[src/design/bsb_pkg.sv]
package bsb_pkg;

    typedef enum logic [8:0] {
        S_IDLE  = 9'b000000001,
        S_INIT  = 9'b000000010,
        S_TERM  = 9'b000000100,
        S_RDA   = 9'b000001000,
        S_RDB   = 9'b000010000,
        S_DIV   = 9'b000100000,
        S_MUL   = 9'b001000000,
        S_NEXT  = 9'b010000000,
        S_DONE  = 9'b100000000
    } t_state;

    localparam logic KIND_WRITE = 1'b0;
    localparam logic KIND_EVAL  = 1'b1;

    localparam logic STATUS_OK    = 1'b0;
    localparam logic STATUS_RANGE = 1'b1;

    typedef struct packed {
        logic start;
        logic busy;
        logic done;
    } t_div_ctl;

endpackage

[src/design/bsb_ram.sv]
module bsb_ram #(
    parameter int WIDTH = 17,
    parameter int DEPTH = 64
) (
    input  logic                     i_clk,
    input  logic                     i_we,
    input  logic [$clog2(DEPTH)-1:0] i_waddr,
    input  logic [WIDTH-1:0]         i_wdata,
    input  logic [$clog2(DEPTH)-1:0] i_raddr,
    output logic [WIDTH-1:0]         o_rdata
);

    logic [WIDTH-1:0] r_mem [DEPTH];
    logic [WIDTH-1:0] r_rdata;

    always_ff @(posedge i_clk) begin
        if (i_we) begin
            r_mem[i_waddr] <= i_wdata;
        end
        r_rdata <= r_mem[i_raddr];
    end

    assign o_rdata = r_rdata;

endmodule

[src/design/bsb_div.sv]
module bsb_div #(
    parameter int NW = 40,
    parameter int DW = 18
) (
    input  logic          i_clk,
    input  logic          i_rst_n,
    input  logic          i_start,
    input  logic [NW-1:0] i_num,
    input  logic [DW-1:0] i_den,
    output logic [NW-1:0] o_quo,
    output bsb_pkg::t_div_ctl o_ctl
);

    localparam int CW = $clog2(NW + 1);

    logic [NW-1:0] r_quo;
    logic [DW:0]   r_rem;
    logic [DW-1:0] r_den;
    logic [CW-1:0] r_cnt;
    logic          r_busy;
    logic          r_done;
    logic [DW:0]   n_trial;
    logic [DW:0]   n_shift;

    assign n_shift = {r_rem[DW-1:0], r_quo[NW-1]};
    assign n_trial = n_shift - {1'b0, r_den};

    always_ff @(posedge i_clk) begin
        if (!i_rst_n) begin
            r_busy <= 1'b0;
            r_done <= 1'b0;
            r_cnt  <= '0;
        end else begin
            r_done <= 1'b0;
            if (i_start) begin
                r_busy <= 1'b1;
                r_cnt  <= CW'(NW);
                r_quo  <= i_num;
                r_den  <= i_den;
                r_rem  <= '0;
            end else if (r_busy) begin
                if (!n_trial[DW]) begin
                    r_rem <= n_trial;
                    r_quo <= {r_quo[NW-2:0], 1'b1};
                end else begin
                    r_rem <= n_shift;
                    r_quo <= {r_quo[NW-2:0], 1'b0};
                end
                r_cnt <= r_cnt - 1'b1;
                if (r_cnt == CW'(1)) begin
                    r_busy <= 1'b0;
                    r_done <= 1'b1;
                end
            end
        end
    end

    assign o_quo       = r_quo;
    assign o_ctl.start = i_start;
    assign o_ctl.busy  = r_busy;
    assign o_ctl.done  = r_done;

endmodule

[src/design/bspline_basis_evaluator.sv]
// Cox-de Boor B-spline basis evaluator. A knot write (kind 0) goes from IDLE to DONE,
// and its result is then registered onto o_valid. An evaluate (kind 1) walks the basis
// triangle one term side at a time through a single shared shift-subtract divider and
// one multiplier. A division holds the sequencer in S_DIV until the divider is done. A
// side whose two knots are equal skips the divider, and so does each degree-0 entry.
// start is taken only while busy is low, so a new item waits until the last one is
// through. busy is high while an item is in flight. The result appears for one cycle
// with o_valid high and must be captured then: the receiver cannot stall it.
module bspline_basis_evaluator #(
    parameter int KNOT_DEPTH = 64,
    parameter int MAX_DEGREE = 7,
    parameter int FRAC_BITS  = 16
) (
    input  logic                 i_clk,
    input  logic                 i_rst_n,
    input  logic                 start,
    output logic                 busy,
    input  logic                 i_kind,
    input  logic [5:0]           i_knot_slot,
    input  logic [FRAC_BITS:0]   i_knot_value,
    input  logic [5:0]           i_basis_index,
    input  logic [2:0]           i_basis_degree,
    input  logic [FRAC_BITS:0]   i_param_t,
    output logic                 o_valid,
    output logic [FRAC_BITS:0]   o_basis_value,
    output logic                 o_status
);

    localparam int AW   = $clog2(KNOT_DEPTH);
    localparam int VW   = FRAC_BITS + 1;
    localparam int DW   = VW + 1;
    localparam int NW   = VW + 1 + FRAC_BITS + 4;
    localparam int NS   = MAX_DEGREE + 2;
    localparam int JW   = $clog2(NS);
    localparam logic [VW-1:0] ONE = VW'(1) << FRAC_BITS;
    localparam logic [VW+2:0] LIM = (VW + 3)'(4) << FRAC_BITS;

    bsb_pkg::t_state r_state, n_state;
    logic [AW-1:0]   r_i;
    logic [3:0]      r_k;
    logic [VW-1:0]   r_t;
    logic [JW-1:0]   r_j;
    logic [3:0]      r_d;
    logic            r_side;
    logic [VW-1:0]   r_n [NS];
    logic [VW-1:0]   r_ka;
    logic signed [VW+3:0] r_sum;
    logic [VW+2:0]   r_coef;
    logic            r_neg;
    logic            r_valid;
    logic [VW-1:0]   r_val;
    logic            r_status;
    logic            r_rdsel;
    logic [AW-1:0]   n_raddr;
    logic [VW-1:0]   w_rdata;
    logic            w_div_start;
    logic [NW-1:0]   w_num;
    logic [DW-1:0]   w_den;
    logic [NW-1:0]   w_quo;
    bsb_pkg::t_div_ctl w_div;
    logic [VW-1:0]   r_kb;
    logic [AW-1:0]   w_lo, w_hi;
    logic            w_we;
    logic [2*VW+3:0] w_prod;
    logic [VW+2:0]   w_mag;
    logic [VW-1:0]   w_nsel;
    logic signed [VW+3:0] w_term, w_acc;
    logic signed [VW:0] w_diff, w_dden;

    assign w_we = start && !busy && i_kind == bsb_pkg::KIND_WRITE
                  && 32'(i_knot_slot) < KNOT_DEPTH;

    bsb_ram #(.WIDTH(VW), .DEPTH(KNOT_DEPTH)) u_ram (
        .i_clk  (i_clk),
        .i_we   (w_we),
        .i_waddr(AW'(i_knot_slot)),
        .i_wdata(VW'(i_knot_value)),
        .i_raddr(n_raddr),
        .o_rdata(w_rdata)
    );

    // term operand addresses: lo knot and hi knot for each side
    always_comb begin
        if (r_d == 4'd0) begin
            w_lo = r_i + AW'(r_j);
            w_hi = w_lo + AW'(1);
        end else if (!r_side) begin
            w_lo = r_i + AW'(r_j);
            w_hi = w_lo + AW'(r_d);
        end else begin
            w_lo = r_i + AW'(r_j) + AW'(1);
            w_hi = w_lo + AW'(r_d);
        end
        n_raddr = r_rdsel ? w_hi : w_lo;
    end

    // numerator: side 0 t-lo, side 1 hi-t; denominator hi-lo
    always_comb begin
        w_diff = !r_side ? $signed({1'b0, r_t}) - $signed({1'b0, r_ka})
                         : $signed({1'b0, r_kb}) - $signed({1'b0, r_t});
        w_dden = $signed({1'b0, r_kb}) - $signed({1'b0, r_ka});
    end

    logic [VW-1:0] w_absn, w_absd;
    assign w_absn = w_diff[VW] ? VW'(-w_diff) : VW'(w_diff);
    assign w_absd = w_dden[VW] ? VW'(-w_dden) : VW'(w_dden);
    assign w_num  = NW'(w_absn) << FRAC_BITS;
    assign w_den  = DW'(w_absd);

    bsb_div #(.NW(NW), .DW(DW)) u_div (
        .i_clk  (i_clk),
        .i_rst_n(i_rst_n),
        .i_start(w_div_start),
        .i_num  (w_num),
        .i_den  (w_den),
        .o_quo  (w_quo),
        .o_ctl  (w_div)
    );

    assign w_nsel = !r_side ? r_n[r_j[JW-1:0]] : r_n[JW'(r_j + 1'b1)];
    assign w_prod = (2*VW+4)'(r_coef) * (2*VW+4)'(w_nsel);
    assign w_mag  = (VW+3)'(w_prod >> FRAC_BITS);
    assign w_term = r_neg ? -$signed({1'b0, w_mag}) : $signed({1'b0, w_mag});
    assign w_acc  = r_sum + w_term;
    assign w_div_start = (r_state == bsb_pkg::S_DIV) && !w_div.busy && !w_div.done
                         && !r_rdsel;

    assign busy = (r_state != bsb_pkg::S_IDLE);

    always_ff @(posedge i_clk) begin
        if (!i_rst_n) begin
            r_state <= bsb_pkg::S_IDLE;
            r_valid <= 1'b0;
            r_rdsel <= 1'b0;
        end else begin
            r_valid <= 1'b0;
            unique case (r_state)
                bsb_pkg::S_IDLE: begin
                    if (start) begin
                        r_val    <= '0;
                        r_status <= bsb_pkg::STATUS_OK;
                        r_i      <= AW'(i_basis_index);
                        r_k      <= 4'(i_basis_degree);
                        r_t      <= VW'(i_param_t);
                        r_j      <= '0;
                        r_d      <= '0;
                        r_side   <= 1'b0;
                        r_rdsel  <= 1'b0;
                        if (i_kind == bsb_pkg::KIND_WRITE) begin
                            r_state <= bsb_pkg::S_DONE;
                        end else if (4'(i_basis_degree) > 4'(MAX_DEGREE) ||
                                     32'(i_basis_index) + 32'(i_basis_degree) + 1
                                     >= KNOT_DEPTH) begin
                            r_status <= bsb_pkg::STATUS_RANGE;
                            r_state  <= bsb_pkg::S_DONE;
                        end else begin
                            r_state <= bsb_pkg::S_INIT;
                        end
                    end
                end
                bsb_pkg::S_INIT: begin
                    r_rdsel <= 1'b1;
                    r_state <= bsb_pkg::S_RDA;
                end
                bsb_pkg::S_RDA: begin
                    r_ka    <= w_rdata;
                    r_state <= bsb_pkg::S_RDB;
                end
                bsb_pkg::S_RDB: begin
                    r_state <= bsb_pkg::S_TERM;
                end
                bsb_pkg::S_TERM: begin
                    r_kb    <= w_rdata;
                    r_rdsel <= 1'b0;
                    if (r_d == 4'd0) begin
                        r_n[r_j[JW-1:0]] <= (r_ka <= r_t && r_t < w_rdata) ? ONE : '0;
                        r_state <= bsb_pkg::S_NEXT;
                    end else if (w_rdata == r_ka) begin
                        r_state <= bsb_pkg::S_NEXT;
                    end else begin
                        r_state <= bsb_pkg::S_DIV;
                    end
                end
                bsb_pkg::S_DIV: begin
                    if (w_div.done) begin
                        r_neg  <= w_diff[VW] ^ w_dden[VW];
                        r_coef <= (w_quo > NW'(LIM)) ? LIM : (VW+3)'(w_quo);
                        r_state <= bsb_pkg::S_MUL;
                    end
                end
                bsb_pkg::S_MUL: begin
                    r_sum   <= w_acc;
                    r_state <= bsb_pkg::S_NEXT;
                end
                bsb_pkg::S_NEXT: begin
                    if (r_d != 4'd0 && !r_side) begin
                        r_side  <= 1'b1;
                        r_state <= bsb_pkg::S_INIT;
                    end else begin
                        if (r_d != 4'd0) begin
                            r_n[r_j[JW-1:0]] <= r_sum < 0 ? '0
                                : (r_sum > $signed({4'b0, ONE}) ? ONE : VW'(r_sum));
                        end
                        r_side <= 1'b0;
                        r_sum  <= '0;
                        if (4'(r_j) + r_d < r_k) begin
                            r_j     <= r_j + 1'b1;
                            r_state <= bsb_pkg::S_INIT;
                        end else if (r_d < r_k) begin
                            r_d     <= r_d + 4'd1;
                            r_j     <= '0;
                            r_state <= bsb_pkg::S_INIT;
                        end else begin
                            r_state <= bsb_pkg::S_DONE;
                        end
                    end
                end
                bsb_pkg::S_DONE: begin
                    if (r_status == bsb_pkg::STATUS_OK && r_k != 4'd0 || r_d != 4'd0) begin
                        r_val <= (r_status == bsb_pkg::STATUS_OK) ? r_n[0] : '0;
                    end else if (r_status == bsb_pkg::STATUS_OK) begin
                        r_val <= r_n[0];
                    end
                    r_valid <= 1'b1;
                    r_state <= bsb_pkg::S_IDLE;
                end
                default: r_state <= bsb_pkg::S_IDLE;
            endcase
            if (r_state == bsb_pkg::S_IDLE && start && i_kind == bsb_pkg::KIND_WRITE) begin
                r_n[0] <= '0;
            end
        end
    end

    assign o_valid       = r_valid;
    assign o_basis_value = r_val;
    assign o_status      = r_status;

    a_one_hot: assert property (@(posedge i_clk) disable iff (!i_rst_n)
        $onehot(r_state)) else $error("state not one-hot");
    a_valid_idle: assert property (@(posedge i_clk) disable iff (!i_rst_n)
        r_valid |-> !$past(r_state == bsb_pkg::S_IDLE) || $past(!i_rst_n))
        else $error("result without work");
    a_err_zero: assert property (@(posedge i_clk) disable iff (!i_rst_n)
        r_valid && r_status |-> r_val == '0) else $error("error result not zero");

endmodule

[config.mk]
export PLATFORM = sky130hd
export DESIGN_NAME = bspline_basis_evaluator
export DESIGN_NICKNAME = d
export VERILOG_FILES = /design/src/design/bsb_pkg.sv /design/src/design/bsb_ram.sv /design/src/design/bsb_div.sv /design/src/design/bspline_basis_evaluator.sv
export SDC_FILE = /design/constraint.sdc
export NUM_CORES = 2
export LEC_CHECK = 0
export BUFFER_PORTS_ARGS = -buffer_cell sky130_fd_sc_hd__buf_4
export CORE_MARGIN = 8
export CORE_UTILIZATION = 58
export DETAILED_ROUTE_END_ITERATION = 8
export GPL_ROUTABILITY_DRIVEN = 0
export PLACE_DENSITY_LB_ADDON = 0.08
export SETUP_SLACK_MARGIN = 0.4
export SYNTH_ARGS = -nofsm -noshare
export SYNTH_HDL_FRONTEND = slang
export SYNTH_HIERARCHICAL = 1
export SYNTH_SLANG_ARGS = --single-unit
[constraint.sdc]
create_clock -name i_clk -period 14.7 [get_ports i_clk]
set_clock_uncertainty 0.15 [all_clocks]
set_input_delay 2.94 -clock i_clk [delete_from_list [all_inputs] [get_ports i_clk]]
set_output_delay 2.94 -clock i_clk [all_outputs]
set_load 0.01 [all_outputs]
**Word level (Yosys, flattened, before mapping)**

Memory sizes are Yosys's and may differ from the RTL's. A register that Yosys moved wholly into a read port is not among the register bits.
Index checks and enable logic that the tools add are counted.

- Bitwise logic cells: 6
- Add/sub/neg operators: 18
- Multiplexer cells: 75
- Reduce and logical (&&, ||, !) cells: 40
- Eq/ne operators: 19
- $lt $le $gt $ge: 8
- Multiply operators: 1

Operators with widths:

| cell | number |
|---|---|
| $mux W17 | 12 |
| $pmux W9 S8 | 1 |
| $mux W9 | 7 |
| $mux W18 | 3 |
| $sub A17 B17 Y18 | 3 |
| $mux W21 | 2 |
| $mux W6 | 7 |
| $pmux W21 S2 | 1 |
| $gt A38 B19 Y1 const B | 1 |
| $mux W38 | 1 |
| $mul A20 B17 Y36 | 1 |
| $mux W4 | 9 |
| $neg A17 Y17 | 2 |
| $pmux W17 S2 | 1 |
| $mux W33 | 1 |
| $mux W1 | 24 |
| $add A21 B21 Y21 | 1 |
| $gt A21 B18 Y1 const B | 1 |
| $lt A21 B1 Y1 const B | 1 |
| $neg A20 Y21 | 1 |
| $sub A19 B17 Y19 | 1 |
| $add A6 B4 Y6 | 3 |
| $eq A17 B17 Y1 | 1 |
| $le A17 B17 Y1 | 1 |
| other kinds (45) | 81 |

- Register bits after elaboration: 221
- Word-level logic and storage cells: 193
- Memory bits (writable): 1,241
- Memories kept: 2
- Input port bits: 53

Memory list:

| memory | words | width | rd ports | clocked after Yosys merged registers in | wr ports | line | text |
|---|---|---|---|---|---|---|---|
| u_ram.r_mem | 64 | 17 | 1 | 1 | 1 | bsb_ram.sv:13 | `logic [WIDTH-1:0] r_mem [DEPTH];` |
| r_n | 9 | 17 | 3 | 1 | 1 | bspline_basis_evaluator.sv:45 | `logic [VW-1:0] r_n [NS];` |

**Longest topological paths before layout**

- Word-level depth: 8
- Depth in mapped cells: 46
- Gate-level depth less buffers: 43

**By module**

Netlist, hierarchy kept.

By module, submodules not included:

| module | cells each | area each (µm²) | instances | sequential area each (µm²) |
|---|---|---|---|---|
| bsb_ram | 1,954 | 42,406.9 | 1 | 33,011.7 |
| bspline_basis_evaluator | 2,895 | 29,515.8 | 1 | 8,768.4 |
| bsb_div | 339 | 4,365.4 | 1 | 2,382.3 |

**Worst setup path before layout**

No wires, ideal clock.

- Path kind: reg2reg
- Start: reg r_j[1]
- End: reg r_sum[19] (data pin)
- Arrival: 10,543 ps
- Stages on the path, launching flop included: 42
- Setup time: 266 ps
- Buffers on the path: 3
- Setup slack: 3,741 ps
- Path through: edfxtp_1 > ha_1 > clkbuf_1 > buf_1 > mux4_2 > mux2i_1 > a21oi_1 > a21oi_1 > clkbuf_1 > nor2b_1 > fa_1 > inv_1 > fa_1 > fa_1 > inv_1 > fa_1 > fa_1 > inv_1 > (+6 left out) > and2_1 > a21oi_1 > xor2_1 > ha_1 > nand3_1 > or2_2 > nand2_1 > xnor2_1 > ha_1 > a211o_1 > a21oi_1 > o21ai_0 > o41ai_1 > o21ai_0 > o41a_1 > o41ai_1 > xor2_1 > nor2_1

- Word-level cells in the longest chain between the ends: 8

RTL lines:

| item | line | text |
|---|---|---|
| start, declared | bspline_basis_evaluator.sv:42 | `logic [JW-1:0] r_j;` |
| start signal, assigned | bspline_basis_evaluator.sv:207 | `r_j <= r_j + 1'b1;` |
| $add A4 B1 Y4 (*) | bspline_basis_evaluator.sv:120 | `assign w_nsel = !r_side ? r_n[r_j[JW-1:0]] : r_n[JW'(r_j + 1'b1)];` |
| $mem_v2 Z9 W17 (*) | n/a |  |
| $mux W17 (*) | bspline_basis_evaluator.sv:120 |  |
| $mul A20 B17 Y36 (*) | bspline_basis_evaluator.sv:121 | `assign w_prod = (2*VW+4)'(r_coef) * (2*VW+4)'(w_nsel);` |
| $neg A20 Y21 | bspline_basis_evaluator.sv:123 | `assign w_term = r_neg ? -$signed({1'b0, w_mag}) : $signed({1'b0, w_mag});` |
| $mux W21 (*) | bspline_basis_evaluator.sv:123 |  |
| $add A21 B21 Y21 (*) | bspline_basis_evaluator.sv:124 | `assign w_acc = r_sum + w_term;` |
| $pmux W21 S2 (*) | bspline_basis_evaluator.sv:137 | `unique case (r_state)` |
| end signal, assigned | bspline_basis_evaluator.sv:192 | `r_sum <= w_acc;` |
| end, declared | bspline_basis_evaluator.sv:47 | `logic signed [VW+3:0] r_sum;` |

Mark *: on every way between the ends. The rest lies on a longest branch, timed or not.
A chain may end at the register's enable or synchronous reset.

**Worst setup path in the final report**

Same ends and word-level chain as after synthesis.

==> impl_metrics.env <==
export IMPL_outcome="complete, no violations"
export IMPL_first_global_vias=45100
export IMPL_min_delay_start="r_state[8]"
export IMPL_die_w_um=379
export IMPL_cpPeakStageDelay_ns=0.59
export IMPL_slowest_stage="mux4_2"
export IMPL_path_class="flop to flop"
export IMPL_cts_resized=0
export IMPL_syn_to_final_growth_pct=10.2
export IMPL_cts_buffers=155
export IMPL_cts_hold_buffers=0
export IMPL_syn_inst=5187
export IMPL_r2r_start="r_j[1]"
export IMPL_hold_class="flop to flop"
export IMPL_setup_viol=0
export IMPL_end_kind="flop"
export IMPL_coreArea_um2=131000
export IMPL_crit_start="r_j[1]"
export IMPL_grt_max_degree=153
export IMPL_post_cts_buffers=0
export IMPL_min_to="r_state[2]"
export IMPL_tightest_slew_ns=1.22
export IMPL_fin_setup_tns_ns=0
export IMPL_r2r_cells=40
export IMPL_netlist_area_um2=76300
export IMPL_route_top_layer_used="met5"
export IMPL_clock_path_buffers=3
export IMPL_yosys_warnings=6
export IMPL_wl_met3_um=9700
export IMPL_grt_pass1_wl_um=273000
export IMPL_io_pins=73
export IMPL_period_share_pct=79.6
export IMPL_wl_per_cell_um=24.8
export IMPL_final_max_slew_violation_count=0
export IMPL_cts_htree_levels=4
export IMPL_slew_headroom_pct=17.9
export IMPL_min_period_ns=11.70
export IMPL_die_area_um2=143000
export IMPL_met1_length_um=73300
export IMPL_grtUsageTotal_pct=25.0
export IMPL_hold_path_depth=1
export IMPL_cp_required_ns=15.05
export IMPL_worstSetupStartpointType="flop"
export IMPL_drc=0
export IMPL_cp_arrival_ns=12.05
export IMPL_rsz0062_at_grt="false"
export IMPL_clk_pin_slew_ns=0.06
export IMPL_hold_violations=0
export IMPL_drt_iter0_markers=3259
export IMPL_clock_sinks=1484
export IMPL_routed_wl_um=178000
export IMPL_critical_path_most_common_cell="fa_1"
export IMPL_initial_core_util_pct=58.2
export IMPL_drt_first_pass_iters=5
export IMPL_viasPerCell=6.07
export IMPL_tritoncts="built"
export IMPL_rr_endpoint="r_sum[19]"
export IMPL_antenna_left=0
export IMPL_vias=43700
export IMPL_final_cell_mix="edfxtp_1, inv_1, nand2_1, mux4_2, fa_1"
export IMPL_fmax_ghz=0.0855
export IMPL_cp_max_fo=35
export IMPL_r2r_slack_ns=3.00
export IMPL_insertion_delay_ns=0.78
export IMPL_hpwl_um=115000
export IMPL_num_nets_final=5883
export IMPL_root_buffer="clkbuf_16"
export IMPL_antenna_found_initial=3
export IMPL_overflow=0
export IMPL_final_common_cell="edfxtp_1"
export IMPL_maxCapViolations=0
export IMPL_core_rowCount=133
export IMPL_syn_area_per_cell_um2=14.7
export IMPL_die_h_um=379
export IMPL_port_buffers=72
export IMPL_drive_gt1_share_pct=15.6
export IMPL_met2RoutedLength_um=91000
worst max-delay path, delay by kind of cell (launching register included):
family                     cells  cell delay (ns)
buffers and inverters          6             1.05
AOI/OAI and AO/OA             12             2.99
muxes                          2             0.73
adders and majority gates     10             4.23
and+or+nand+nor                7             1.14
xor gates and xnor gates       3             0.52
DFF                            1             0.56
metrics by stage:
stage                     util [%]  std cells  cell area [um2]  hold WS, ns  worst slack [ns]
after floorplan                  -       5209            76400        0.287              3.74
after global placement        60.3       6916            79000        0.322              3.22
after detailed placement      60.3       6916            79000        0.327              3.14
after CTS                     64.2       7199            84100        0.346              3.04
after global routing          64.2       7199            84100        0.375              2.28
final                         64.2       7201            84100        0.346              3.00
worst max-delay path by stage:
stage | slack [ns] | end | cells after the start
global placement | 3.22 | r_sum[19] | 40
finish | 3.00 | r_sum[19] | 40
floorplan | 3.74 | r_sum[19] | 41
global route | 2.28 | r_sum[19] | 40
CTS | 3.04 | r_sum[19] | 40
detailed placement | 3.14 | r_sum[19] | 40
layer usage:
| metal | global-route usage (%) | vias to the layer above |
|---|---|---|
| met1 | 33.2 | 22700 |
| met5 | 0 | - |
| li1 | - | 19600 |
| met2 | 43.3 | 1227 |
| met4 | 6.99 | 2 |
| met3 | 3.88 | 264 |
registers in the layout, summed over array words and instances (netlist names), 17 cells and up, named ones only:
signal,cells
u_ram/o_rdata,17
u_div/r_rem,18
r_kb,17
r_sum,21
r_ka,17
u_div/o_quo,38
u_ram/r_mem,1088
r_coef,20
r_n,153
u_div/r_den,18
r_t,17
o_basis_value,17
layout make-up:
type                            count  area, um2
Antenna cell                        2       5.00
Clock buffer                      197       4200
Clock inverter                     86        900
Fill cell                        9556      46900
Inverter                          442       1660
Multi-Input combinational cell   3041      29500
Sequential cell                  1484      44200
Tap cell                         1755       2200
Timing Repair Buffer              194       1490
Power is left out: the tool's default activity adds up to more than one toggle a clock period on the data nets, which glitch-free logic cannot reach.
